File: src/rtl/core/btd_pkg.sv
// Shared types, constants and filter coefficients of the breath trigger detector.
package btd_pkg;

  localparam int unsigned SAMPLE_BITS_DEF = 16;
  localparam int unsigned APNEA_LIMIT_DEF = 15000;

  localparam int unsigned RAW_W    = 16;
  localparam int unsigned REG17_W  = 17;
  localparam int unsigned TPER_W   = 16;
  localparam int unsigned UNLOCK_W = 32;
  localparam int unsigned X_W      = 18;
  localparam int unsigned Y_W      = 25;
  localparam int unsigned ACC_W    = 42;
  localparam int unsigned TIME_W   = 14;
  localparam int unsigned HOLD_W   = 11;
  localparam int unsigned PERIOD_W = 13;
  localparam int unsigned ADDR_W   = 4;
  localparam int unsigned DATA_W   = 32;

  localparam int unsigned DIV_SHIFT  = 13;
  localparam int unsigned GAIN_SHIFT = 5;

  localparam logic [HOLD_W-1:0]   HOLDOFF_TICKS  = 11'd1500;
  localparam logic [PERIOD_W-1:0] PERIOD_DEFAULT = 13'd3000;
  localparam logic [PERIOD_W-1:0] PERIOD_MIN     = 13'd1500;
  localparam logic [PERIOD_W-1:0] PERIOD_MAX     = 13'd7500;
  localparam logic [UNLOCK_W-1:0] UNLOCK_KEY     = 32'h2B4E_E0F9;

  // Feed-forward taps on the inputs and feedback taps on the outputs.
  localparam logic signed [ACC_W-1:0] COEF_B0 = 42'sd130;
  localparam logic signed [ACC_W-1:0] COEF_B1 = -42'sd112;
  localparam logic signed [ACC_W-1:0] COEF_B2 = -42'sd112;
  localparam logic signed [ACC_W-1:0] COEF_B3 = 42'sd130;
  localparam logic signed [ACC_W-1:0] COEF_A1 = -42'sd23982;
  localparam logic signed [ACC_W-1:0] COEF_A2 = 42'sd23433;
  localparam logic signed [ACC_W-1:0] COEF_A3 = -42'sd7642;

  localparam logic signed [ACC_W-1:0] Y_MAX = 42'sd16777215;
  localparam logic signed [ACC_W-1:0] Y_MIN = -42'sd16777216;

  typedef enum logic [1:0] {
    REG_BASELINE    = 2'd0,
    REG_THRESHOLD   = 2'd1,
    REG_TEST_PERIOD = 2'd2,
    REG_TEST_UNLOCK = 2'd3
  } btd_reg_e;

endpackage

File: src/rtl/core/btd_in_if.sv
// Input channel carrying one raw pressure sample per item.
interface btd_in_if;
  logic                      valid;
  logic                      ready;
  logic [btd_pkg::RAW_W-1:0] raw_sample;

  modport source (output valid, output raw_sample, input ready);
  modport sink   (input valid, input raw_sample, output ready);
endinterface

File: src/rtl/core/btd_out_if.sv
// Output channel carrying one detection result per item.
interface btd_out_if;
  logic                                valid;
  logic                                ready;
  logic                                breath_seen;
  logic [btd_pkg::TIME_W-1:0]          elapsed_ms;
  logic [btd_pkg::PERIOD_W-1:0]        report_period;
  logic                                apnea_alarm;
  logic signed [btd_pkg::Y_W-1:0]      filtered_pressure;

  modport source (output valid, output breath_seen, output elapsed_ms, output report_period,
                  output apnea_alarm, output filtered_pressure, input ready);
  modport sink   (input valid, input breath_seen, input elapsed_ms, input report_period,
                  input apnea_alarm, input filtered_pressure, output ready);
endinterface

File: src/rtl/core/breath_trigger_detector.sv
// Breath trigger detector: offset removal, third-order IIR low-pass, trigger, holdoff, apnea.
//
// Each input item is one raw pressure sample, nominally one per millisecond. The block
// subtracts the zero offset, runs the sample through a fixed third-order direct form I
// low-pass filter (DC gain of 36, result floored by 2^13 and saturated to 25 bits) and fires
// a breath when the filtered value is at or below the trigger level times 32; with test
// mode unlocked and a nonzero test period, it instead fires when elapsed time reaches that
// period. After reset and after each breath, 1500 samples pass before a new breath can be
// reported. Every sample yields exactly one result item; on a breath it carries the raw
// elapsed time and the period clamped to 1500..7500 ms (longer periods report 3000). The
// apnea alarm rises once APNEA_LIMIT samples pass without a breath and clears on the next
// breath. The block has a two-stage pipeline: an input register holding the offset-corrected
// sample and a result register. The filter, trigger and counter update run combinationally
// between them, because the filter feedback and counters of one item must be settled before
// the next, so a new item is accepted every cycle while the output takes results without
// stalling. An accepted item moves from the input register into the result register. While
// a result waits, one more sample can be held in the input register; only once that register
// is also full does the input stop accepting. Configuration is written over the APB port at
// byte addresses 0 (zero offset), 4 (trigger level), 8 (test period) and 12 (test unlock
// word), and must only be changed while the block holds no item.
module breath_trigger_detector #(
  parameter int unsigned SAMPLE_BITS = btd_pkg::SAMPLE_BITS_DEF,
  parameter int unsigned APNEA_LIMIT = btd_pkg::APNEA_LIMIT_DEF
) (
  input  logic                        clk_i,
  input  logic                        rst_ni,
  btd_in_if.sink                      in_if,
  btd_out_if.source                   out_if,
  input  logic                        psel,
  input  logic                        penable,
  input  logic                        pwrite,
  input  logic [btd_pkg::ADDR_W-1:0]  paddr,
  input  logic [btd_pkg::DATA_W-1:0]  pwdata,
  output logic [btd_pkg::DATA_W-1:0]  prdata,
  output logic                        pready
);

  localparam logic [btd_pkg::RAW_W-1:0] RawMask =
    btd_pkg::RAW_W'((33'd1 << SAMPLE_BITS) - 33'd1);
  localparam logic [btd_pkg::TIME_W-1:0] ApneaLim = btd_pkg::TIME_W'(APNEA_LIMIT);

  // ---------------------------------------------------------------------------
  // Configuration registers
  // ---------------------------------------------------------------------------
  logic signed [btd_pkg::REG17_W-1:0] baseline_q;
  logic signed [btd_pkg::REG17_W-1:0] threshold_q;
  logic [btd_pkg::TPER_W-1:0]         test_period_q;
  logic [btd_pkg::UNLOCK_W-1:0]       test_unlock_q;
  logic                               cfg_wr;
  btd_pkg::btd_reg_e                  reg_sel;

  assign pready  = 1'b1;
  assign cfg_wr  = psel && penable && pwrite;
  assign reg_sel = btd_pkg::btd_reg_e'(paddr[3:2]);

  always_ff @(posedge clk_i or negedge rst_ni) begin
    if (!rst_ni) begin
      baseline_q    <= '0;
      threshold_q   <= '0;
      test_period_q <= '0;
      test_unlock_q <= '0;
    end else if (cfg_wr) begin
      case (reg_sel)
        btd_pkg::REG_BASELINE:    baseline_q    <= pwdata[btd_pkg::REG17_W-1:0];
        btd_pkg::REG_THRESHOLD:   threshold_q   <= pwdata[btd_pkg::REG17_W-1:0];
        btd_pkg::REG_TEST_PERIOD: test_period_q <= pwdata[btd_pkg::TPER_W-1:0];
        btd_pkg::REG_TEST_UNLOCK: test_unlock_q <= pwdata;
        default: ;
      endcase
    end
  end

  always_comb begin
    case (reg_sel)
      btd_pkg::REG_BASELINE:    prdata = btd_pkg::DATA_W'(unsigned'(baseline_q));
      btd_pkg::REG_THRESHOLD:   prdata = btd_pkg::DATA_W'(unsigned'(threshold_q));
      btd_pkg::REG_TEST_PERIOD: prdata = btd_pkg::DATA_W'(test_period_q);
      btd_pkg::REG_TEST_UNLOCK: prdata = test_unlock_q;
      default:                  prdata = '0;
    endcase
  end

  // ---------------------------------------------------------------------------
  // Input register: offset-corrected sample
  // ---------------------------------------------------------------------------
  logic                           s1_valid_q;
  logic signed [btd_pkg::X_W-1:0] x_q;
  logic signed [btd_pkg::X_W-1:0] x_d;
  logic [btd_pkg::RAW_W-1:0]      raw_masked;
  logic                           in_fire;
  logic                           step;
  logic                           out_valid_q;

  assign raw_masked = in_if.raw_sample & RawMask;
  assign x_d = $signed({2'b00, raw_masked}) -
               btd_pkg::X_W'(baseline_q);

  // The sample in the input register moves on whenever the result register is free
  // or is being emptied in this cycle.
  assign step        = s1_valid_q && (!out_valid_q || out_if.ready);
  assign in_if.ready = !s1_valid_q || step;
  assign in_fire     = in_if.valid && in_if.ready;

  always_ff @(posedge clk_i or negedge rst_ni) begin
    if (!rst_ni) begin
      s1_valid_q <= 1'b0;
    end else if (in_fire) begin
      s1_valid_q <= 1'b1;
    end else if (step) begin
      s1_valid_q <= 1'b0;
    end
  end

  always_ff @(posedge clk_i) begin
    if (in_fire) begin
      x_q <= x_d;
    end
  end

  // ---------------------------------------------------------------------------
  // Filter, trigger and counters
  // ---------------------------------------------------------------------------
  logic signed [btd_pkg::X_W-1:0] x_hist_q [3];
  logic signed [btd_pkg::Y_W-1:0] y_hist_q [3];
  logic [btd_pkg::TIME_W-1:0]     time_q, time_d;
  logic [btd_pkg::HOLD_W-1:0]     holdoff_q, holdoff_d;
  logic                           apnea_q, apnea_d;

  logic signed [btd_pkg::ACC_W-1:0] acc;
  logic signed [btd_pkg::ACC_W-1:0] acc_q13;
  logic signed [btd_pkg::Y_W-1:0]   y;
  logic signed [btd_pkg::Y_W-1:0]   level_scaled;
  logic [btd_pkg::TIME_W:0]         time_inc;
  logic [btd_pkg::TIME_W-1:0]       time_sat;
  logic                             test_mode;
  logic                             trig;
  logic                             seen;
  logic [btd_pkg::TIME_W-1:0]       elapsed;
  logic [btd_pkg::PERIOD_W-1:0]     period;

  always_comb begin
    acc = btd_pkg::COEF_B0 * btd_pkg::ACC_W'(x_q)
        + btd_pkg::COEF_B1 * btd_pkg::ACC_W'(x_hist_q[0])
        + btd_pkg::COEF_B2 * btd_pkg::ACC_W'(x_hist_q[1])
        + btd_pkg::COEF_B3 * btd_pkg::ACC_W'(x_hist_q[2])
        - btd_pkg::COEF_A1 * btd_pkg::ACC_W'(y_hist_q[0])
        - btd_pkg::COEF_A2 * btd_pkg::ACC_W'(y_hist_q[1])
        - btd_pkg::COEF_A3 * btd_pkg::ACC_W'(y_hist_q[2]);
    // Arithmetic shift floors toward minus infinity.
    acc_q13 = acc >>> btd_pkg::DIV_SHIFT;
    if (acc_q13 > btd_pkg::Y_MAX) begin
      y = btd_pkg::Y_W'(btd_pkg::Y_MAX);
    end else if (acc_q13 < btd_pkg::Y_MIN) begin
      y = btd_pkg::Y_W'(btd_pkg::Y_MIN);
    end else begin
      y = acc_q13[btd_pkg::Y_W-1:0];
    end
  end

  always_comb begin
    level_scaled = btd_pkg::Y_W'(threshold_q) <<< btd_pkg::GAIN_SHIFT;
    time_inc     = {1'b0, time_q} + 1'b1;
    time_sat     = (time_inc > {1'b0, ApneaLim}) ? ApneaLim
                                                 : time_inc[btd_pkg::TIME_W-1:0];
    test_mode    = (test_period_q != '0) && (test_unlock_q == btd_pkg::UNLOCK_KEY);
    trig         = test_mode ? ({2'b00, time_sat} >= test_period_q) : (y <= level_scaled);

    seen      = 1'b0;
    elapsed   = '0;
    period    = '0;
    time_d    = time_sat;
    holdoff_d = holdoff_q;
    apnea_d   = apnea_q;

    if (holdoff_q != '0) begin
      holdoff_d = holdoff_q - 1'b1;
    end else if (trig) begin
      seen    = 1'b1;
      elapsed = time_sat;
      if (time_sat > btd_pkg::TIME_W'(btd_pkg::PERIOD_MAX)) begin
        period = btd_pkg::PERIOD_DEFAULT;
      end else if (time_sat < btd_pkg::TIME_W'(btd_pkg::PERIOD_MIN)) begin
        period = btd_pkg::PERIOD_MIN;
      end else begin
        period = time_sat[btd_pkg::PERIOD_W-1:0];
      end
      apnea_d   = 1'b0;
      holdoff_d = btd_pkg::HOLDOFF_TICKS;
      time_d    = '0;
    end

    if (time_d >= ApneaLim) begin
      apnea_d = 1'b1;
    end
  end

  always_ff @(posedge clk_i or negedge rst_ni) begin
    if (!rst_ni) begin
      x_hist_q  <= '{default: '0};
      y_hist_q  <= '{default: '0};
      time_q    <= '0;
      holdoff_q <= btd_pkg::HOLDOFF_TICKS;
      apnea_q   <= 1'b0;
    end else if (step) begin
      x_hist_q[2] <= x_hist_q[1];
      x_hist_q[1] <= x_hist_q[0];
      x_hist_q[0] <= x_q;
      y_hist_q[2] <= y_hist_q[1];
      y_hist_q[1] <= y_hist_q[0];
      y_hist_q[0] <= y;
      time_q      <= time_d;
      holdoff_q   <= holdoff_d;
      apnea_q     <= apnea_d;
    end
  end

  // ---------------------------------------------------------------------------
  // Result register
  // ---------------------------------------------------------------------------
  logic                             seen_q;
  logic [btd_pkg::TIME_W-1:0]       elapsed_q;
  logic [btd_pkg::PERIOD_W-1:0]     period_q;
  logic                             alarm_q;
  logic signed [btd_pkg::Y_W-1:0]   y_q;

  always_ff @(posedge clk_i or negedge rst_ni) begin
    if (!rst_ni) begin
      out_valid_q <= 1'b0;
    end else if (step) begin
      out_valid_q <= 1'b1;
    end else if (out_if.ready) begin
      out_valid_q <= 1'b0;
    end
  end

  always_ff @(posedge clk_i) begin
    if (step) begin
      seen_q    <= seen;
      elapsed_q <= elapsed;
      period_q  <= period;
      alarm_q   <= apnea_d;
      y_q       <= y;
    end
  end

  assign out_if.valid             = out_valid_q;
  assign out_if.breath_seen       = seen_q;
  assign out_if.elapsed_ms        = elapsed_q;
  assign out_if.report_period     = period_q;
  assign out_if.apnea_alarm       = alarm_q;
  assign out_if.filtered_pressure = y_q;

endmodule

File: src/flat_wrapper.sv
// flat-port wrapper written by rule: the top's interface ports become plain ports
module breath_trigger_detector_flat 
#(
  parameter int unsigned SAMPLE_BITS = btd_pkg::SAMPLE_BITS_DEF,
  parameter int unsigned APNEA_LIMIT = btd_pkg::APNEA_LIMIT_DEF
)
  (clk_i, rst_ni, psel, penable, pwrite, paddr, pwdata, prdata, pready, in_if_valid, in_if_raw_sample, in_if_ready, out_if_valid, out_if_breath_seen, out_if_elapsed_ms, out_if_report_period, out_if_apnea_alarm, out_if_filtered_pressure, out_if_ready);
  btd_in_if in_if_i ();
  btd_out_if out_if_i ();
  input  logic clk_i;
  input  logic rst_ni;
  input  logic psel;
  input  logic penable;
  input  logic pwrite;
  input  logic [btd_pkg::ADDR_W-1:0] paddr;
  input  logic [btd_pkg::DATA_W-1:0] pwdata;
  output logic [btd_pkg::DATA_W-1:0] prdata;
  output logic pready;
  input wire logic [$bits(in_if_i.valid)-1:0] in_if_valid;
  input wire logic [$bits(in_if_i.raw_sample)-1:0] in_if_raw_sample;
  output wire logic [$bits(in_if_i.ready)-1:0] in_if_ready;
  output wire logic [$bits(out_if_i.valid)-1:0] out_if_valid;
  output wire logic [$bits(out_if_i.breath_seen)-1:0] out_if_breath_seen;
  output wire logic [$bits(out_if_i.elapsed_ms)-1:0] out_if_elapsed_ms;
  output wire logic [$bits(out_if_i.report_period)-1:0] out_if_report_period;
  output wire logic [$bits(out_if_i.apnea_alarm)-1:0] out_if_apnea_alarm;
  output wire logic [$bits(out_if_i.filtered_pressure)-1:0] out_if_filtered_pressure;
  input wire logic [$bits(out_if_i.ready)-1:0] out_if_ready;
  assign in_if_i.valid = in_if_valid;
  assign in_if_i.raw_sample = in_if_raw_sample;
  assign in_if_ready = in_if_i.ready;
  assign out_if_valid = out_if_i.valid;
  assign out_if_breath_seen = out_if_i.breath_seen;
  assign out_if_elapsed_ms = out_if_i.elapsed_ms;
  assign out_if_report_period = out_if_i.report_period;
  assign out_if_apnea_alarm = out_if_i.apnea_alarm;
  assign out_if_filtered_pressure = out_if_i.filtered_pressure;
  assign out_if_i.ready = out_if_ready;
  breath_trigger_detector #(.SAMPLE_BITS(SAMPLE_BITS), .APNEA_LIMIT(APNEA_LIMIT)) u_core (.clk_i(clk_i), .rst_ni(rst_ni), .in_if(in_if_i), .out_if(out_if_i), .psel(psel), .penable(penable), .pwrite(pwrite), .paddr(paddr), .pwdata(pwdata), .prdata(prdata), .pready(pready));
endmodule
File: config.mk
export PLATFORM = sky130hd
export DESIGN_NAME = breath_trigger_detector_flat
export DESIGN_NICKNAME = d
export VERILOG_FILES = /design/src/rtl/core/btd_pkg.sv /design/src/rtl/core/btd_in_if.sv /design/src/rtl/core/btd_out_if.sv /design/src/rtl/core/breath_trigger_detector.sv /design/src/flat_wrapper.sv
export SDC_FILE = /design/constraint.sdc
export NUM_CORES = 2
export LEC_CHECK = 0
export ABC_CLOCK_PERIOD_IN_PS = 16200
export BUFFER_PORTS_ARGS = -buffer_cell sky130_fd_sc_hd__buf_2
export CAP_MARGIN = 40
export CORE_UTILIZATION = 55
export DETAILED_ROUTE_END_ITERATION = 8
export GPL_ROUTABILITY_DRIVEN = 0
export PLACE_DENSITY = 0.76
export SLEW_MARGIN = 20
export SYNTH_ARGS = -nofsm -noshare
export SYNTH_HDL_FRONTEND = slang
export SYNTH_SLANG_ARGS = --single-unit
File: constraint.sdc
create_clock -name clk_i -period 16.2 [get_ports clk_i]
set_clock_uncertainty 0.1 [all_clocks]
set_input_delay 4.86 -clock clk_i [delete_from_list [all_inputs] [get_ports clk_i]]
set_output_delay 4.86 -clock clk_i [all_outputs]
set_load 0.03 [all_outputs]
## Yosys cells after proc, flatten, opt, wreduce, memory -nomap -nowiden

Cells that the tools add are included.

- Equal/unequal tests: 4
- Bitwise gates (word level): 1
- Shifts and indexed selects: 0
- Add/subtract/negate cells: 9
- Multiplexer cells: 19
- Order comparisons: 8
- Reduce and logical (&&, ||, !) cells: 23
- Multipliers: 7
- Div/mod/pow operators: 0

Operator list:

| cell | count |
|---|---|
| $pmux W32 S4 | 1 |
| $add A42 B42 Y42 | 3 |
| $sub A42 B42 Y42 | 2 |
| $mul A8 B18 Y26 const A | 2 |
| $mux W25 | 2 |
| $mul A4 B18 Y22 const A | 2 |
| $mux W14 | 3 |
| $sub A42 B39 Y42 | 1 |
| $mul A16 B25 Y41 const A | 1 |
| $mul A15 B25 Y40 const A | 1 |
| $mul A13 B25 Y38 const A | 1 |
| $eq A32 B30 Y1 const B | 1 |
| $gt A29 B25 Y1 const B | 1 |
| $lt A29 B25 Y1 const B | 1 |
| $le A25 B22 Y1 | 1 |
| $mux W12 | 2 |
| $mux W11 | 2 |
| $sub A17 B17 Y18 | 1 |
| $ge A14 B16 Y1 | 1 |
| $reduce_bool A16 Y1 | 1 |
| $add A14 B1 Y15 const B | 1 |
| $gt A15 B14 Y1 const B | 1 |
| $ge A14 B14 Y1 const B | 1 |
| $gt A14 B13 Y1 const B | 1 |
| other kinds (16) | 37 |

- Register bits after elaboration: 311
- Memories: 0
- Memory bits (read-only): 0
- Bits in writable memories: 0
- Bits in latches: 0
- Output and inout bits: 89
- Logic and storage cells: 94

## Depth between registers and ports, before layout

- Word-level depth: 16
- Depth in mapped cells: 59

## Worst setup path after synthesis

Ideal clock, no wire load.

- Path type: reg-to-reg
- From: register u_core.y_hist_q[29] (netlist bit)
- To: register u_core.period_q (netlist bit u_core.out_if.report_period[11]) (data pin)
- Stages on the path, launching flop included: 54
- Path slack: 2,992 ps
- Data arrival time: 12,837 ps
- Buffers on the path: 2
- Library setup time: 271 ps
- Required time: 15,829 ps
- Cell sequence: dfrtp_1 > fa_1 > inv_1 > fa_1 > inv_1 > ha_1 > fa_1 > fa_1 > inv_1 > fa_1 > inv_1 > ha_1 > a21o_1 > a2111oi_0 > a2bb2oi_1 > o21ai_0 > a211o_1 > o31a_1 > (+18 left out) > or2b_1 > nand2_1 > clkbuf_1 > nand2_1 > ha_1 > nor2b_1 > o21a_1 > o21a_1 > o21a_1 > o21a_1 > o21a_1 > o21ai_0 > a21oi_1 > a41oi_1 > a21oi_1 > o21ai_2 > buf_2 > a21oi_1

- Longest elaborated chain between the ends: 10
- Elaborated cells on any way between the ends: 11
- Classes of those cells: add/sub: 2; mul: 1; order compare: 3; mux: 3; bitwise: 1; reduce/logical: 1

Ends and longest elaborated chain:

| item | line | source |
|---|---|---|
| start: declaration | breath_trigger_detector.sv:124 | `logic signed [btd_pkg::Y_W-1:0] y_hist_q [3];` |
| $mul A16 B25 Y41 (*) | breath_trigger_detector.sv:147 | `- btd_pkg::COEF_A2 * btd_pkg::ACC_W'(y_hist_q[1])` |
| $sub A42 B42 Y42 (*) | breath_trigger_detector.sv:147 |  |
| $sub A42 B39 Y42 (*) | breath_trigger_detector.sv:148 | `- btd_pkg::COEF_A3 * btd_pkg::ACC_W'(y_hist_q[2]);` |
| $lt A29 B25 Y1 | breath_trigger_detector.sv:153 | `end else if (acc_q13 < btd_pkg::Y_MIN) begin` |
| $mux W25 | breath_trigger_detector.sv:153 |  |
| $mux W25 (*) | breath_trigger_detector.sv:151 | `if (acc_q13 > btd_pkg::Y_MAX) begin` |
| via u_core.y, one bit | breath_trigger_detector.sv:131 | `logic signed [btd_pkg::Y_W-1:0] y;` |
| $le A25 B22 Y1 (*) | breath_trigger_detector.sv:166 | `trig = test_mode ? ({2'b00, time_sat} >= test_period_q) : (y <= level_scaled);` |
| $mux W1 (*) | breath_trigger_detector.sv:166 |  |
| $not A1 Y1 (no line) (*) | -- |  |
| $reduce_or A2 Y1 (no line) (*) | -- |  |
| end signal: assignment | breath_trigger_detector.sv:240 | `period_q <= period;` |
| end: declaration | breath_trigger_detector.sv:222 | `logic [btd_pkg::PERIOD_W-1:0] period_q;` |

The timed path passes the listed nets; every way through them passes the cells marked *.
A chain may end at the register's enable or synchronous reset.

## Worst setup path after layout

- From: register u_core.y_hist_q[31] (netlist bit)
- To: register u_core.period_q (netlist bit u_core.out_if.report_period[0]) (data pin)

- Longest elaborated chain between the ends: 10
- Elaborated cells on any way between the ends: 11
- Classes of those cells: add/sub: 2; mul: 1; order compare: 3; mux: 3; bitwise: 1; reduce/logical: 1

Ends and longest elaborated chain:

| item | line |
|---|---|
| $mul A16 B25 Y41 (*) | breath_trigger_detector.sv:147 |
| $sub A42 B42 Y42 (*) | breath_trigger_detector.sv:147 |
| $sub A42 B39 Y42 (*) | breath_trigger_detector.sv:148 |
| $lt A29 B25 Y1 | breath_trigger_detector.sv:153 |
| $mux W25 | breath_trigger_detector.sv:153 |
| $mux W25 (*) | breath_trigger_detector.sv:151 |
| via u_core.y, one bit | breath_trigger_detector.sv:131 |
| $le A25 B22 Y1 (*) | breath_trigger_detector.sv:166 |
| $mux W1 (*) | breath_trigger_detector.sv:166 |
| $not A1 Y1 (no line) (*) | -- |
| $reduce_or A4 Y1 (no line) (*) | -- |

Marks and branches as above.

==> qor_table.md <==
| Metric | Value |
|:---|:---|
| Outcome | completed |
| H-tree depth | 2 |
| Number of max-slew violations in the final report | 0 |
| Core outline area | 0.0765 sq mm |
| Wire length of the first global-routing pass | 171000 um |
| Crit end category | flip-flop |
| Post-route fraction of the period consumed by the critical path | 0.949 |
| CP peak stage delay | 750 ps |
| Final net count | 5797 |
| Critical path class | flip-flop to flip-flop |
| Launching element type of the critical path | flip-flop |
| Dominant synthesized flop cell | sky130_fd_sc_hd__dfrtp_1 |
| Buffer cell driving the clock tree root | sky130_fd_sc_hd__clkbuf_16 |
| Number of filler instances in the final layout | 6207 |
| Unrepaired setup endpoints after global routing | false |
| Relative slew slack | 0.427 |
| I/O pins | 148 |
| Data required time at the worst endpoint | 16510 ps |
| Std cell rows | 101 |
| Total wire length after detailed routing | 105000 um |
| Initial Util | 0.559 |
| Number of sinks handled by clock tree synthesis | 311 |
| Post-synthesis to final-layout area growth | 8.09% |
| Fraction of layout instances using a drive strength above 1 | 0.0792 |
| Kind of path behind the tightest hold check | flip-flop to flip-flop |
| Via count | 31100 |
| Post-detailed-route DRC marker count | 0 |
| Die ar. | 0.0788 sq mm |
| Share of synthesized area occupied by flip-flops and latches | 0.191 |
| Post-Synthesis Cell Area | 0.0427 sq mm |
| Cts bufs inserted | 38 |
| Die Span Y | 281 um |
| Overall track demand over capacity in global routing | 0.277 |
| Average footprint of a synthesized cell | 9.92 sq um |
| Pin count of the biggest net entering global routing | 149 |
| Max-cap violation count | 0 |
| CTS Hold Buffers Added | 0 |
| Number of instances resized during post-cts repair | 0 |
| Count of nets left with antenna violations after detail routing | 0 |
| Worst-margin pin slew | 837 ps |
| Most frequent cell after synthesis | sky130_fd_sc_hd__ha_1 |
| Achievable Freq | 65.0 MHz |
| Async set or reset register ratio after synthesis | 0.768 |
| Hold Fails Final Rpt | 0 |
| Via count of the first global-routing pass | 31800 |
| Final period demand of the worst path | 15370 ps |
| Top cells by area in the synthesized netlist | sky130_fd_sc_hd__ha_1 (24%), sky130_fd_sc_hd__fa_1 (23%), sky130_fd_sc_hd__dfrtp_1 (14%) |
| Post-Syn Nets | 5664 |
| Number of setup buffers added after CTS | 0 |
| Clock tree from TritonCTS | built |
| Clock slew seen by the registers of the worst setup and hold paths | 60 ps |
| Routed via count divided by cell count | 5.64 |
| CP max FO | 44 |
| Count of final setup violators | 0 |
| First-pass DRT Iterations | 6 |
| Post-Route Setup TNS | 0 ps |
| Port Buffer Count | 144 |
| Iter 0 DRT Violations | 2165 |
| Area share of the leading cell type in the synthesized netlist | 0.237 |
| Cell count after synthesis | 4309 |
| Total gr overflow | 0 |
| Leading post-synthesis cells by instance count | sky130_fd_sc_hd__ha_1 (809), sky130_fd_sc_hd__inv_1 (784), sky130_fd_sc_hd__fa_1 (487) |
| Placed wire-length estimate | 84600 um |
| Reg2Reg Setup Slack | 830 ps |
| Slowest cell on crit path | sky130_fd_sc_hd__a2111oi_0 |
| Cell type with the largest total area after synthesis | sky130_fd_sc_hd__ha_1 |
| Critical path arrival | 15680 ps |
| EDFF count, synth | 72 |
| Cell variety after synth | 85 |
| Routed wire per std cell | 19.0 um |
| Synthesized flop and latch total | 311 |
| Max clock buf depth | 3 |
| Number of warning messages in the yosys log | 0 |
| Top cell by count, worst path | sky130_fd_sc_hd__fa_1 |
| Antenna violations before repair | 5 |
| Insertion delay of the later-clocked pin in the worst-skew pair | 590 ps |
| Horizontal die dimension | 281 um |
==> cell usage in the layout, fill, tap and decap left out, types with 10 or more instances in the layout <==
cell	instances
sky130_fd_sc_hd__ha_1	809
sky130_fd_sc_hd__inv_1	783
sky130_fd_sc_hd__fa_1	487
sky130_fd_sc_hd__nand2_1	299
sky130_fd_sc_hd__o21ai_0	245
sky130_fd_sc_hd__dfrtp_1	232
sky130_fd_sc_hd__nor2_1	185
sky130_fd_sc_hd__a21oi_1	166
sky130_fd_sc_hd__xnor2_1	146
sky130_fd_sc_hd__buf_2	143
sky130_fd_sc_hd__xor2_1	90
sky130_fd_sc_hd__a21o_1	88
sky130_fd_sc_hd__edfxtp_1	72
sky130_fd_sc_hd__mux2_2	61
sky130_fd_sc_hd__nand3_1	50
sky130_fd_sc_hd__clkbuf_16	39
sky130_fd_sc_hd__a31oi_1	37
sky130_fd_sc_hd__nand2b_1	35
sky130_fd_sc_hd__nor3_1	33
sky130_fd_sc_hd__and3_1	33
sky130_fd_sc_hd__o21bai_1	29
sky130_fd_sc_hd__nor2b_1	29
sky130_fd_sc_hd__o21a_1	28
sky130_fd_sc_hd__buf_4	22
sky130_fd_sc_hd__or3_1	19
sky130_fd_sc_hd__a21boi_0	18
sky130_fd_sc_hd__a211oi_1	17
sky130_fd_sc_hd__a22o_1	16
sky130_fd_sc_hd__mux4_2	16
sky130_fd_sc_hd__nor4_1	15
sky130_fd_sc_hd__nand4_1	15
sky130_fd_sc_hd__and2_1	14
sky130_fd_sc_hd__or2_2	12
sky130_fd_sc_hd__o31ai_1	10
sky130_fd_sc_hd__clkbuf_1	10
==> area by class of cell <==
cell class              instances  area [sq um]  area share
multi-input cells            3131         31300       0.678
flip-flops and latches        311          8150       0.176
inverters                     785          2950      0.0640
well taps                    1030          1290      0.0279
repair buffers                175          1100      0.0238
clock buffers                  53          1070      0.0231
clock inverters                17           287     0.00620
diodes                          4          10.0    0.000217
==> stage by stage <==
stage               hold WS (ps)  std cells  instance area (sq um)  utilization  setup slack [ps]
floorplan                    357       4309                  42700            -              2990
global placement             372       5423                  44600        0.584              1200
detailed placement           378       5426                  44700        0.585              1040
CTS                          391       5496                  46000        0.602               871
global route                 406       5505                  46200        0.604              62.5
finish                       391       5506                  46200        0.604               826
==> final timing paths <==
check / from / endpoint / cells after the start
max: u_core.y_hist_q[31] / u_core.out_if.report_period[0] / 52
max reg2reg: u_core.y_hist_q[31] / u_core.out_if.report_period[0] / 52
min in group asynchronous: rst_ni / u_core.time_q[2] / 1
max in group asynchronous: rst_ni / u_core.baseline_q[11] / 4
min: u_core.apnea_q / u_core.apnea_q / 1
min reg2reg: u_core.apnea_q / u_core.apnea_q / 1
==> worst max-delay path, delay by kind of cell, from the launching register on <==
family	cells	cell delay (ps)
flip-flops	1	610
buffers and inverters	8	1050
XOR/XNOR	1	200
AND/OR/NAND/NOR	12	2180
adder cells (fa/ha/maj)	13	5960
AO/OA/AOI/OAI	17	4960
multiplexers	1	100
==> registers in the layout, summed over array words and instances, names as in the netlist <==
name and flops:
u_core.y_hist_q 75, u_core.x_hist_q 54, u_core.test_unlock_q 32, u_core.out_if.filtered_pressure 25
u_core.x_q 18, u_core.baseline_q 17, u_core.threshold_q 17, u_core.test_period_q 16
u_core.out_if.elapsed_ms 14, u_core.time_q 14, u_core.out_if.report_period 13, u_core.holdoff_q 11
u_core.apnea_q 1, u_core.out_if.apnea_alarm 1, u_core.out_if.breath_seen 1, u_core.out_if.valid 1
u_core.s1_valid_q 1
==> per-layer routing <==
metal	track usage	vias up	wire, um
li1	-	14600	-
met2	0.445	919	48400
met3	0.0448	180	6920
met1	0.383	15300	45800
met5	0	-	13
met4	0.0881	2	3480
==> logic make-up (layout without fill, tap and decap cells) <==
family | after synthesis | after routing | share of synthesized area
other cells | 1 | 5 | 0.0000878
buf+inv | 867 | 1030 | 0.0767
simple gates | 772 | 772 | 0.0836
flops | 311 | 311 | 0.191
mux | 84 | 84 | 0.0261
compound gates | 742 | 742 | 0.109
xor+xnor | 236 | 236 | 0.0484
fa+ha+maj | 1296 | 1296 | 0.465
Power is left out: the tool's default activity adds up to more than one toggle a clock period on the data nets, which glitch-free logic cannot reach.
